===== src/rtl/core/prb_pkg.sv =====
// Shared types, constants and tables of the perspective range and bearing core.
`default_nettype none
package prb_pkg;

  localparam int COORD_BITS   = 12;
  localparam int CORDIC_ITERS = 18;

  // CORDIC datapath width and angle accumulator width (Q4.30).
  localparam int CW    = 40;
  localparam int ZW    = 34;
  localparam int ANG_W = 18;

  localparam int RANGE_W = 40;
  localparam int MAG_W   = 32;
  localparam int CMAG_W  = 33;
  localparam int NUM_W   = 96;
  localparam int DEN_W   = 64;

  localparam int QDEPTH = 4;
  localparam int ADDR_W = 5;

  localparam logic [31:0] KINV = 32'd2608131496;

  typedef logic signed [COORD_BITS:0] ccoord_t;
  typedef logic [COORD_BITS-1:0] cmag_t;

  typedef struct packed {
    ccoord_t x1;
    ccoord_t y1;
    cmag_t   ax1;
    cmag_t   ay1;
    cmag_t   ax2;
    cmag_t   ay2;
    cmag_t   adx;
    cmag_t   ady;
    logic    same;
  } item_t;

  typedef enum logic [1:0] {
    ST_OK   = 2'd0,
    ST_SAME = 2'd1,
    ST_SAT  = 2'd2
  } status_e;

  typedef enum logic [2:0] {
    REG_CENTER_X  = 3'd0,
    REG_CENTER_Y  = 3'd1,
    REG_PITCH     = 3'd2,
    REG_FOCAL     = 3'd3,
    REG_LENGTH    = 3'd4
  } reg_e;

  function automatic cmag_t abs_coord(input ccoord_t v);
    ccoord_t n;
    n = -v;
    abs_coord = v[COORD_BITS] ? n[COORD_BITS-1:0] : v[COORD_BITS-1:0];
  endfunction

  // atan(2^-i) in Q2.30.
  function automatic logic [31:0] atan_entry(input logic [4:0] i);
    logic [31:0] r;
    unique case (i)
      5'd0:  r = 32'h3243F6A8;
      5'd1:  r = 32'h1DAC6705;
      5'd2:  r = 32'h0FADBAFC;
      5'd3:  r = 32'h07F56EA6;
      5'd4:  r = 32'h03FEAB76;
      5'd5:  r = 32'h01FFD55B;
      5'd6:  r = 32'h00FFFAAA;
      5'd7:  r = 32'h007FFF55;
      5'd8:  r = 32'h003FFFEA;
      5'd9:  r = 32'h001FFFFD;
      5'd10: r = 32'h000FFFFF;
      5'd11: r = 32'h0007FFFF;
      5'd12: r = 32'h0003FFFF;
      5'd13: r = 32'h0001FFFF;
      5'd14: r = 32'h0000FFFF;
      5'd15: r = 32'h00007FFF;
      5'd16: r = 32'h00003FFF;
      5'd17: r = 32'h00001FFF;
      5'd18: r = 32'h00000FFF;
      5'd19: r = 32'h000007FF;
      5'd20: r = 32'h000003FF;
      5'd21: r = 32'h000001FF;
      5'd22: r = 32'h000000FF;
      5'd23: r = 32'h0000007F;
      5'd24: r = 32'h0000003F;
      5'd25: r = 32'h0000001F;
      5'd26: r = 32'h0000000F;
      5'd27: r = 32'h00000008;
      5'd28: r = 32'h00000004;
      5'd29: r = 32'h00000002;
      5'd30: r = 32'h00000001;
      default: r = 32'h00000000;
    endcase
    atan_entry = r;
  endfunction

endpackage
`default_nettype wire


===== src/rtl/core/prb_queue.sv =====
// Short FIFO of classified items between the front and back ends.
`default_nettype none
module prb_queue (
  input  wire logic           clk_i,
  input  wire logic           rst_ni,
  input  wire logic           push_i,
  input  wire prb_pkg::item_t item_i,
  output logic                full_o,
  input  wire logic           pop_i,
  output logic                valid_o,
  output prb_pkg::item_t      item_o
);

  localparam int PW = $clog2(prb_pkg::QDEPTH);
  localparam int CNTW = $clog2(prb_pkg::QDEPTH + 1);

  prb_pkg::item_t mem_q [prb_pkg::QDEPTH];
  logic [PW-1:0] wr_q, rd_q;
  logic [CNTW-1:0] cnt_q;

  assign full_o  = (cnt_q == CNTW'(prb_pkg::QDEPTH));
  assign valid_o = (cnt_q != '0);
  assign item_o  = mem_q[rd_q];

  always_ff @(posedge clk_i or negedge rst_ni) begin
    if (!rst_ni) begin
      wr_q  <= '0;
      rd_q  <= '0;
      cnt_q <= '0;
    end else begin
      if (push_i) begin
        wr_q <= (wr_q == PW'(prb_pkg::QDEPTH - 1)) ? '0 : wr_q + 1'b1;
      end
      if (pop_i) begin
        rd_q <= (rd_q == PW'(prb_pkg::QDEPTH - 1)) ? '0 : rd_q + 1'b1;
      end
      if (push_i && !pop_i) begin
        cnt_q <= cnt_q + 1'b1;
      end else if (pop_i && !push_i) begin
        cnt_q <= cnt_q - 1'b1;
      end
    end
  end

  always_ff @(posedge clk_i) begin
    if (push_i) begin
      mem_q[wr_q] <= item_i;
    end
  end

endmodule
`default_nettype wire


===== config.mk =====
export PLATFORM = sky130hd
export DESIGN_NAME = prb_queue
export DESIGN_NICKNAME = d
export VERILOG_FILES = /design/src/rtl/core/prb_pkg.sv /design/src/rtl/core/prb_queue.sv
export SDC_FILE = /design/constraint.sdc
export NUM_CORES = 1
export LEC_CHECK = 0
export BUFFER_PORTS_ARGS = -buffer_cell sky130_fd_sc_hd__buf_2
export CAP_MARGIN = 10
export CELL_PAD_IN_SITES_DETAIL_PLACEMENT = 2
export CELL_PAD_IN_SITES_GLOBAL_PLACEMENT = 2
export CORE_ASPECT_RATIO = 0.7
export CORE_MARGIN = 5
export CORE_UTILIZATION = 25
export DETAILED_ROUTE_END_ITERATION = 10
export GPL_ROUTABILITY_DRIVEN = 0
export PLACE_DENSITY_LB_ADDON = 0.1
export SLEW_MARGIN = 20
export SYNTH_ARGS = -nofsm -noshare
export SYNTH_HDL_FRONTEND = slang
export SYNTH_SLANG_ARGS = --single-unit

===== constraint.sdc =====
create_clock -name clk_i -period 4.5 [get_ports clk_i]
set_input_delay 0.225 -clock clk_i [delete_from_list [all_inputs] [get_ports clk_i]]
set_output_delay 0.225 -clock clk_i [all_outputs]
set_load 0.02 [all_outputs]

==> flow_summary.yaml <==
yosys:
  syn_inst: 554
  ys_types: 19
  syn-num-nets: 664
  syn_area_sq_mm: 0.0147
  synth-seq-cells: 403
  synth-seq-area-share: 0.820
  syn_avg_cell_area_sq_um: 26.6
  ys_warn_count: 0
grt:
  antenna_found_initial: 6
  grt_pass1_wl_mm: 52.6
  grt_start_max_net_pins: 55
  grt_pass1_vias: 8175
  grt_usage: 0.110
  globalRouteOverflowTotal: 0
clock_tree:
  insertion_delay_ns: 0.55
  clk_path_buf_depth: 3
  cts_setup_buffers: 0
  cts_resized: 0
  clockRootBuffer: "clkbuf_16"
  clkSlewWorstSetupHoldPaths_ns: 0.06
  htree_levels: 2
  cts_tree: "done"
  cts_sinks: 403
  cts-buffers-inserted: 43
layout:
  multiInputGateArea_sq_mm: 0.00246
  fill_cells: 5805
  nNetsFinal: 1000
  final_cell_mix: "396 x edfxtp_1, 203 x buf_2, 102 x dlygate4sd3_1"
  area_growth_pct: 29.3
  drive_above_1_share: 0.411
  ff_latch_area_sq_mm: 0.0121
  final_common_cell: "edfxtp_1"
route:
  num_vias: 7030
  wl_per_cell_microns: 20.8
  first_iter_violations: 437
  drc: 0
  final_antenna_net_count: 0
  routed_wl_mm: 35.0
  routed_via_density: 4.17
  drt-pass1-iter-count: 6
timing:
  setup_slack_ns: 1.64
  fin_setup_tns_ns: 0
  fin_crit_ns: 2.86
  drv_slew: 0
  max_slew_margin: 0.376
  finalCritPeriodShare: 0.636
  max_freq_ghz: 0.349
  rsz0062_at_grt: "false"
  finalHoldViolCount: 0
  fin_worst_skew_ns: 0.00946
  tightest_slew_ns: 0.936
  setup_viol_count_final: 0
hold_path:
  hold_path_class: "primary input to asynchronous set/reset pin"
worst_setup_path:
  critPathCaptureType: "output pin"
  rrSetupSlack_ns: 2.29
  worstSetupPathType: "flip-flop to output pin"
  cp.arrival_ns: 2.64
  crit_path_start_kind: "flip-flop"
  crit_buf_inv: 2
  cp_max_fo: 23
  timing.rr.start: "wr_q[0]"
  cp_slowest_cell: "dfrtp_4"
  cp_top_family: "flip-flops"
  crit_start: "rd_q[0]"
  path_cells: "buf_4, mux4_2, buf_2"
  worst_ep_required_time_ns: 4.28
  max_stage_delay_ns: 0.73
pwr:
  p_total_mw: 12.2
  power.ir.vdd_worst_mv: 0.324
  leakagePower_nw: 6.42
  p_per_area_mw_per_mm2: 639
run:
  cap_viol_max_count: 0
place:
  portBuffers: 203
  dp_hpwl_mm: 20.4
  pre_cts_slack_ns: 2.07
outcome:
  status: "finished, final reports clean"
floorplan:
  chipHeight_microns: 213
  die_area_sq_mm: 0.0639
  rows: 74
  core-area_sq_mm: 0.0583
  ios: 204
  initial_core_util: 0.252
  dieWidth_microns: 300
## metrics by stage
stage	util	cells	hold WS, ns	instance area, sq um
2_1_floorplan	-	554	-0.0706	14700
3_3_place_gp	0.286	1503	0.0794	16700
3_5_place_dp	0.286	1503	0.0812	16700
4_1_cts	0.326	1682	0.0470	19000
5_1_grt	0.326	1683	0.0625	19000
6_report	0.326	1684	0.0782	19000
## synthesized netlist by cell type
master	n	area, sq um
edfxtp_1	396	11900
inv_1	4	15.0
nor3b_1	1	7.51
xnor2_1	1	8.76
or3_1	1	6.26
mux2_2	3	33.8
o21ai_0	2	10.0
ha_1	6	75.1
nor2_1	3	11.3
mux4_2	99	2230
buf_2	9	45.0
dfrtp_1	7	175
nand2_1	2	7.51
clkbuf_1	1	3.75
buf_6	10	113
and2_1	4	25.0
fa_1	1	20.0
buf_4	2	15.0
xor2_1	2	17.5
## worst paths after layout
kind,endpoint,depth (start not counted)
worst max-delay path,item_o[24],3
worst min-delay path,rd_q[1],2
worst max register to register,mem_q[2][11],4
worst min register to register,cnt_q[2],1
max in group asynchronous,rd_q[0],2
min in group clk_i,mem_q[1][68],2
## per-layer routing
layer	track usage	vias to the layer above	share of wire
li1	-	3068	-
met1	0.131	3738	0.41
met2	0.196	149	0.51
met3	0.0330	67	0.058
met4	0.0299	8	0.021
met5	0	-	0.0013
## cell type report
cell class,count,share of cell area
Sequential cell,403,0.635
Clock inverter,24,0.0101
Clock buffer,53,0.0608
Tap cell,760,0.0500
Timing Repair Buffer,313,0.114
Multi-Input combinational cell,125,0.129
Antenna cell,2,0.000263
Inverter,4,0.000789
## registers in the layout, summed over array words and instances, names as in the netlist
| signal | count |
|---|---|
| mem_q | 396 |
| cnt_q | 3 |
| rd_q | 2 |
| wr_q | 2 |
## power by group
part	switching, mW	internal [mW]	leakage [nW]
Combinational	2.11	1.49	2.03
Sequential	0.317	4.82	3.72
Clock	1.43	1.99	0.668
## logic make-up after synthesis
kind of cell,synth area share
mux,0.154
simple gates,0.00391
compound gates,0.000680
buf+inv,0.0130
flops,0.820
fa+ha+maj,0.00646
xor+xnor,0.00179
## repair_timing
item	4_1_cts	5_1_grt
endpoints found under the setup margin	0	0
hold buffers	102	0
endpoints found under the hold margin	407	0
Note: power is estimated with default switching activity, not from simulation.
