[src/rtl/core/prb_pkg.sv]
// Shared types, constants and tables of the perspective range and bearing core.
`default_nettype none
package prb_pkg;

  localparam int COORD_BITS   = 12;
  localparam int CORDIC_ITERS = 18;

  // CORDIC datapath width and angle accumulator width (Q4.30).
  localparam int CW    = 40;
  localparam int ZW    = 34;
  localparam int ANG_W = 18;

  localparam int RANGE_W = 40;
  localparam int MAG_W   = 32;
  localparam int CMAG_W  = 33;
  localparam int NUM_W   = 96;
  localparam int DEN_W   = 64;

  localparam int QDEPTH = 4;
  localparam int ADDR_W = 5;

  localparam logic [31:0] KINV = 32'd2608131496;

  typedef logic signed [COORD_BITS:0] ccoord_t;
  typedef logic [COORD_BITS-1:0] cmag_t;

  typedef struct packed {
    ccoord_t x1;
    ccoord_t y1;
    cmag_t   ax1;
    cmag_t   ay1;
    cmag_t   ax2;
    cmag_t   ay2;
    cmag_t   adx;
    cmag_t   ady;
    logic    same;
  } item_t;

  typedef enum logic [1:0] {
    ST_OK   = 2'd0,
    ST_SAME = 2'd1,
    ST_SAT  = 2'd2
  } status_e;

  typedef enum logic [2:0] {
    REG_CENTER_X  = 3'd0,
    REG_CENTER_Y  = 3'd1,
    REG_PITCH     = 3'd2,
    REG_FOCAL     = 3'd3,
    REG_LENGTH    = 3'd4
  } reg_e;

  function automatic cmag_t abs_coord(input ccoord_t v);
    ccoord_t n;
    n = -v;
    abs_coord = v[COORD_BITS] ? n[COORD_BITS-1:0] : v[COORD_BITS-1:0];
  endfunction

  // atan(2^-i) in Q2.30.
  function automatic logic [31:0] atan_entry(input logic [4:0] i);
    logic [31:0] r;
    unique case (i)
      5'd0:  r = 32'h3243F6A8;
      5'd1:  r = 32'h1DAC6705;
      5'd2:  r = 32'h0FADBAFC;
      5'd3:  r = 32'h07F56EA6;
      5'd4:  r = 32'h03FEAB76;
      5'd5:  r = 32'h01FFD55B;
      5'd6:  r = 32'h00FFFAAA;
      5'd7:  r = 32'h007FFF55;
      5'd8:  r = 32'h003FFFEA;
      5'd9:  r = 32'h001FFFFD;
      5'd10: r = 32'h000FFFFF;
      5'd11: r = 32'h0007FFFF;
      5'd12: r = 32'h0003FFFF;
      5'd13: r = 32'h0001FFFF;
      5'd14: r = 32'h0000FFFF;
      5'd15: r = 32'h00007FFF;
      5'd16: r = 32'h00003FFF;
      5'd17: r = 32'h00001FFF;
      5'd18: r = 32'h00000FFF;
      5'd19: r = 32'h000007FF;
      5'd20: r = 32'h000003FF;
      5'd21: r = 32'h000001FF;
      5'd22: r = 32'h000000FF;
      5'd23: r = 32'h0000007F;
      5'd24: r = 32'h0000003F;
      5'd25: r = 32'h0000001F;
      5'd26: r = 32'h0000000F;
      5'd27: r = 32'h00000008;
      5'd28: r = 32'h00000004;
      5'd29: r = 32'h00000002;
      5'd30: r = 32'h00000001;
      default: r = 32'h00000000;
    endcase
    atan_entry = r;
  endfunction

endpackage
`default_nettype wire

[src/rtl/core/prb_front.sv]
// Front end: accepts point pairs, centers them and flags coincident points.
`default_nettype none
module prb_front (
  input  wire logic                              in_valid_i,
  output logic                                   in_ready_o,
  input  wire logic [prb_pkg::COORD_BITS-1:0]    near_x_i,
  input  wire logic [prb_pkg::COORD_BITS-1:0]    near_y_i,
  input  wire logic [prb_pkg::COORD_BITS-1:0]    far_x_i,
  input  wire logic [prb_pkg::COORD_BITS-1:0]    far_y_i,
  input  wire logic [prb_pkg::COORD_BITS-1:0]    center_x_i,
  input  wire logic [prb_pkg::COORD_BITS-1:0]    center_y_i,
  input  wire logic                              q_full_i,
  output logic                                   q_push_o,
  output prb_pkg::item_t                         q_item_o
);

  prb_pkg::ccoord_t x1, y1, x2, y2, dx, dy;

  always_comb begin
    x1 = $signed({1'b0, near_x_i}) - $signed({1'b0, center_x_i});
    y1 = $signed({1'b0, near_y_i}) - $signed({1'b0, center_y_i});
    x2 = $signed({1'b0, far_x_i}) - $signed({1'b0, center_x_i});
    y2 = $signed({1'b0, far_y_i}) - $signed({1'b0, center_y_i});
    dx = $signed({1'b0, far_x_i}) - $signed({1'b0, near_x_i});
    dy = $signed({1'b0, far_y_i}) - $signed({1'b0, near_y_i});
    q_item_o.x1   = x1;
    q_item_o.y1   = y1;
    q_item_o.ax1  = prb_pkg::abs_coord(x1);
    q_item_o.ay1  = prb_pkg::abs_coord(y1);
    q_item_o.ax2  = prb_pkg::abs_coord(x2);
    q_item_o.ay2  = prb_pkg::abs_coord(y2);
    q_item_o.adx  = prb_pkg::abs_coord(dx);
    q_item_o.ady  = prb_pkg::abs_coord(dy);
    q_item_o.same = (near_x_i == far_x_i) && (near_y_i == far_y_i);
  end

  assign in_ready_o = !q_full_i;
  assign q_push_o   = in_valid_i && !q_full_i;

endmodule
`default_nettype wire

[config.mk]
export PLATFORM = sky130hd
export DESIGN_NAME = prb_front
export DESIGN_NICKNAME = d
export VERILOG_FILES = /design/src/rtl/core/prb_pkg.sv /design/src/rtl/core/prb_front.sv
export SDC_FILE = /design/constraint.sdc
export NUM_CORES = 1
export LEC_CHECK = 0
export BUFFER_PORTS_ARGS = -buffer_cell sky130_fd_sc_hd__buf_4
export CAP_MARGIN = 20
export CORE_MARGIN = 8
export CORE_UTILIZATION = 57
export DETAILED_ROUTE_END_ITERATION = 8
export MAX_ROUTING_LAYER = met4
export PLACE_DENSITY = 0.89
export REMOVE_ABC_BUFFERS = 1
export SYNTH_ARGS = -nofsm -noshare
export SYNTH_HDL_FRONTEND = slang
export SYNTH_SLANG_ARGS = --single-unit
[constraint.sdc]
create_clock -name vclk -period 9.2
set_input_delay 1.84 -clock vclk [all_inputs]
set_output_delay 1.84 -clock vclk [all_outputs]
set_load 0.1 [all_outputs]
==> run_results.csv <==
group,metric,value,unit
outcome,status,"finished clean",
sta,whs,4015,ps
yosys,netlist_instances,674,
yosys,synth_area_per_cell,6.889,sq um
pwr,p_per_area,272.6,nW/um^2
pwr,total_power,1.650,mW
yosys,synth_top_family_by_area,"compound AO/OA/AOI/OAI gates",
clock_network,postCtsResizedCells,0,
yosys,syn-cell-area,4643,sq um
sta,hold_viol,0,
final_layout,design_area,6051,sq um
sta,rsz0062_at_grt,"no",
detailed_routing,routed_wl,16.39,mm
yosys,synthMuxAreaShare,0.004850,
final_layout,multi_input_area,4302,sq um
clock_network,cts_hold_buffers,0,
final_layout,num-fill-cells,667,
final_layout,regArea,0,sq um
final_layout,layout-drive-gt1-share,0.2247,
hold_path,hold_path_class,"in -> out",
placement,dpl-instance-area,6051,sq um
grt,grt_pass1_vias,5730,
yosys,synth_top_area_frac,0.2102,
hold_path,min_path_cells,3,
yosys,yosysUniqueCellTypes,57,
final_layout,final_nets,1001,
detailed_routing,ant_nets,0,
worst_setup_path,crit_fanout,10,
placement,io_buffers,175,
worst_setup_path,worst-setup-path-type,"in -> out",
pwr,intPower,0.3620,mW
floorplanning,row_count,33,
placement,pre_cts_ws,2399,ps
detailed_routing,drt-initial-drc-count,269,
grt,grt_pass1_wl,26.42,mm
sta,worst_pin_slew,817.0,ps
worst_setup_path,required,7360,ps
yosys,yosysWarnings,0,
hold_path,hold_start,"q_full_i",
grt,track_usage,0.2824,
detailed_routing,detail_route.wl_per_cell,17.32,um
worst_setup_path,critical_path_arrival,5080,ps
yosys,synthAdderAreaFrac,0.2361,
sta,min_period,6915,ps
sta,setup_viol,0,
floorplanning,die_area,11290,sq um
grt,grt-ovfl-total,0,
pwr,p_sw_frac,0.7805,
pwr,p_sw,1.288,mW
worst_setup_path,worstSetupEndpointType,"primary output",
worst_setup_path,start_kind,"input port",
final_layout,antenna_cells,0,
pwr,pwr-share-comb,1.000,
sta,period_share,0.7517,
sta,setup_tns,0,ps
pwr,power.share.sequential,0,
detailed_routing,first_pass_iters,6,
sta,fin_ws,2285,ps
pwr,vdd_drop_max,0.3234,mV
yosys,seq_area_frac_synth,0,
yosys,yosys.area_share.simple,0.2137,
hold_path,hold_end,"in_ready_o",
floorplanning,die_y,106.3,um
final_layout,final_core_util,0.7515,
sta,max_slew_margin,0.4553,
final_layout,design.seq.count,0,
job,drv_cap,0,
yosys,synth_compound_area_frac,0.2700,
clock_network,cts_setup_buffers,0,
floorplanning,die_width,106.3,um
floorplanning,coreArea,8051,sq um
grt,grt_max_degree,13,
final_layout,synthToLayoutAreaGrowth,30.32,%
detailed_routing,drc,0,
pwr,p_leak,3.006,nW
floorplanning,ios,175,
detailed_routing,vias,5566,
pwr,pwr-share-clk,0,
placement,place_congestion,0.9396,
yosys,synth_area_leader_cell,"ha_1",
grt,antenna_found_initial,0,
sta,clock.fmax,144.6,MHz
final_layout,clkbuf_count,0,
yosys,synth-xor-area-share,0.2018,
sta,slew_violations,0,
placement,dp_hpwl,14.52,mm
final_layout,instances_no_fill,946,
yosys,synth_area_leaders,"ha_1 (21%), xnor2_1 (14%), inv_1 (6.5%)",
detailed_routing,via_per_inst,5.884,
placement,dp_cells,946,
floorplanning,start_util,0.5767,
## layer usage
layer	vias up	part of all wire	track usage
li1	2734	-	-
met1	2555	0.39	0.2920
met2	224	0.52	0.5371
met3	53	0.053	0.02783
met4	0	0.034	0.1055
met5	-	0	-
## worst max-delay path, stage by stage
cell,delay [ps]
buf_4,110
inv_1,90
ha_1,170
inv_1,60
fa_1,410
a211oi_1,290
o21ai_0,140
a31oi_1,330
o21ai_0,190
a21oi_1,580
o21ai_0,250
xnor2_1,280
buf_4,340
## cell usage after synthesis (3+ instances only)
library cell,count
a211oi_1,5
a21o_1,15
a21oi_1,51
a22oi_1,3
a31oi_1,9
and2_1,4
and3_1,8
clkbuf_1,5
fa_1,6
ha_1,78
inv_1,81
nand2_1,36
nand2b_1,5
nand3_1,12
nand4_1,6
nor2_1,65
nor2b_1,15
nor3_1,17
nor4_1,3
o21a_1,22
o21ai_0,40
o21ai_1,3
o21bai_1,4
o31a_1,3
o31ai_1,14
or2_2,3
or3_1,13
or4_1,5
xnor2_1,76
xor2_1,31
## worst max path at each step
stage                      startpoint      endpoint  cells after the start
after floorplan           near_y_i[0]  q_item_o[53]                     12
after global placement     far_x_i[0]  q_item_o[47]                     14
after detailed placement   far_x_i[0]  q_item_o[21]                     13
after CTS                  far_x_i[0]  q_item_o[21]                     13
after global routing      near_y_i[0]  q_item_o[53]                     14
final                      far_x_i[0]  q_item_o[21]                     13
## power groups by stage
stage,clock (mW),sequential (mW),combinational [mW]
after floorplan,0,0,1.32
after global routing,0,0,1.71
after detailed placement,0,0,1.64
after CTS,0,0,1.65
final,0,0,1.65
after global placement,0,0,1.63
## cells by family after synthesis
group | after synthesis
xor gates and xnor gates | 107
adders and majority gates | 84
AOI/OAI and AO/OA | 192
and+or+nand+nor | 200
muxes | 2
buffers and inverters | 89
## layout by cell type, fill, tap and decap left out, types with 3 or more instances in the layout
master    netlist  final
ha_1           78     78
nor2_1         65     65
nand2_1        36     36
a22oi_1         3      3
xnor2_1        76     76
o31ai_1        14     14
nand2b_1        5      5
nor3_1         17     17
inv_1          81     81
fa_1            6      6
o21a_1         22     22
and3_1          8      8
or3_1          13     13
o21ai_1         3      3
or2_2           3      3
nor2b_1        15     15
nand3_1        12     12
or4_1           5      5
a21o_1         15     15
and2_1          4      4
buf_4           2    175
o31a_1          3      3
nor4_1          3      3
o21ai_0        40     40
nand4_1         6      6
o21bai_1        4      4
a21oi_1        51     51
xor2_1         31     31
a31oi_1         9      9
a211oi_1        5      5
## area by class of cell
type                            instances  share of cell area
Inverter                               81             0.05025
Multi-Input combinational cell        585              0.7109
Timing Repair Buffer                  175              0.2171
Tap cell                              105             0.02171
(Power assumes the default switching activity.)
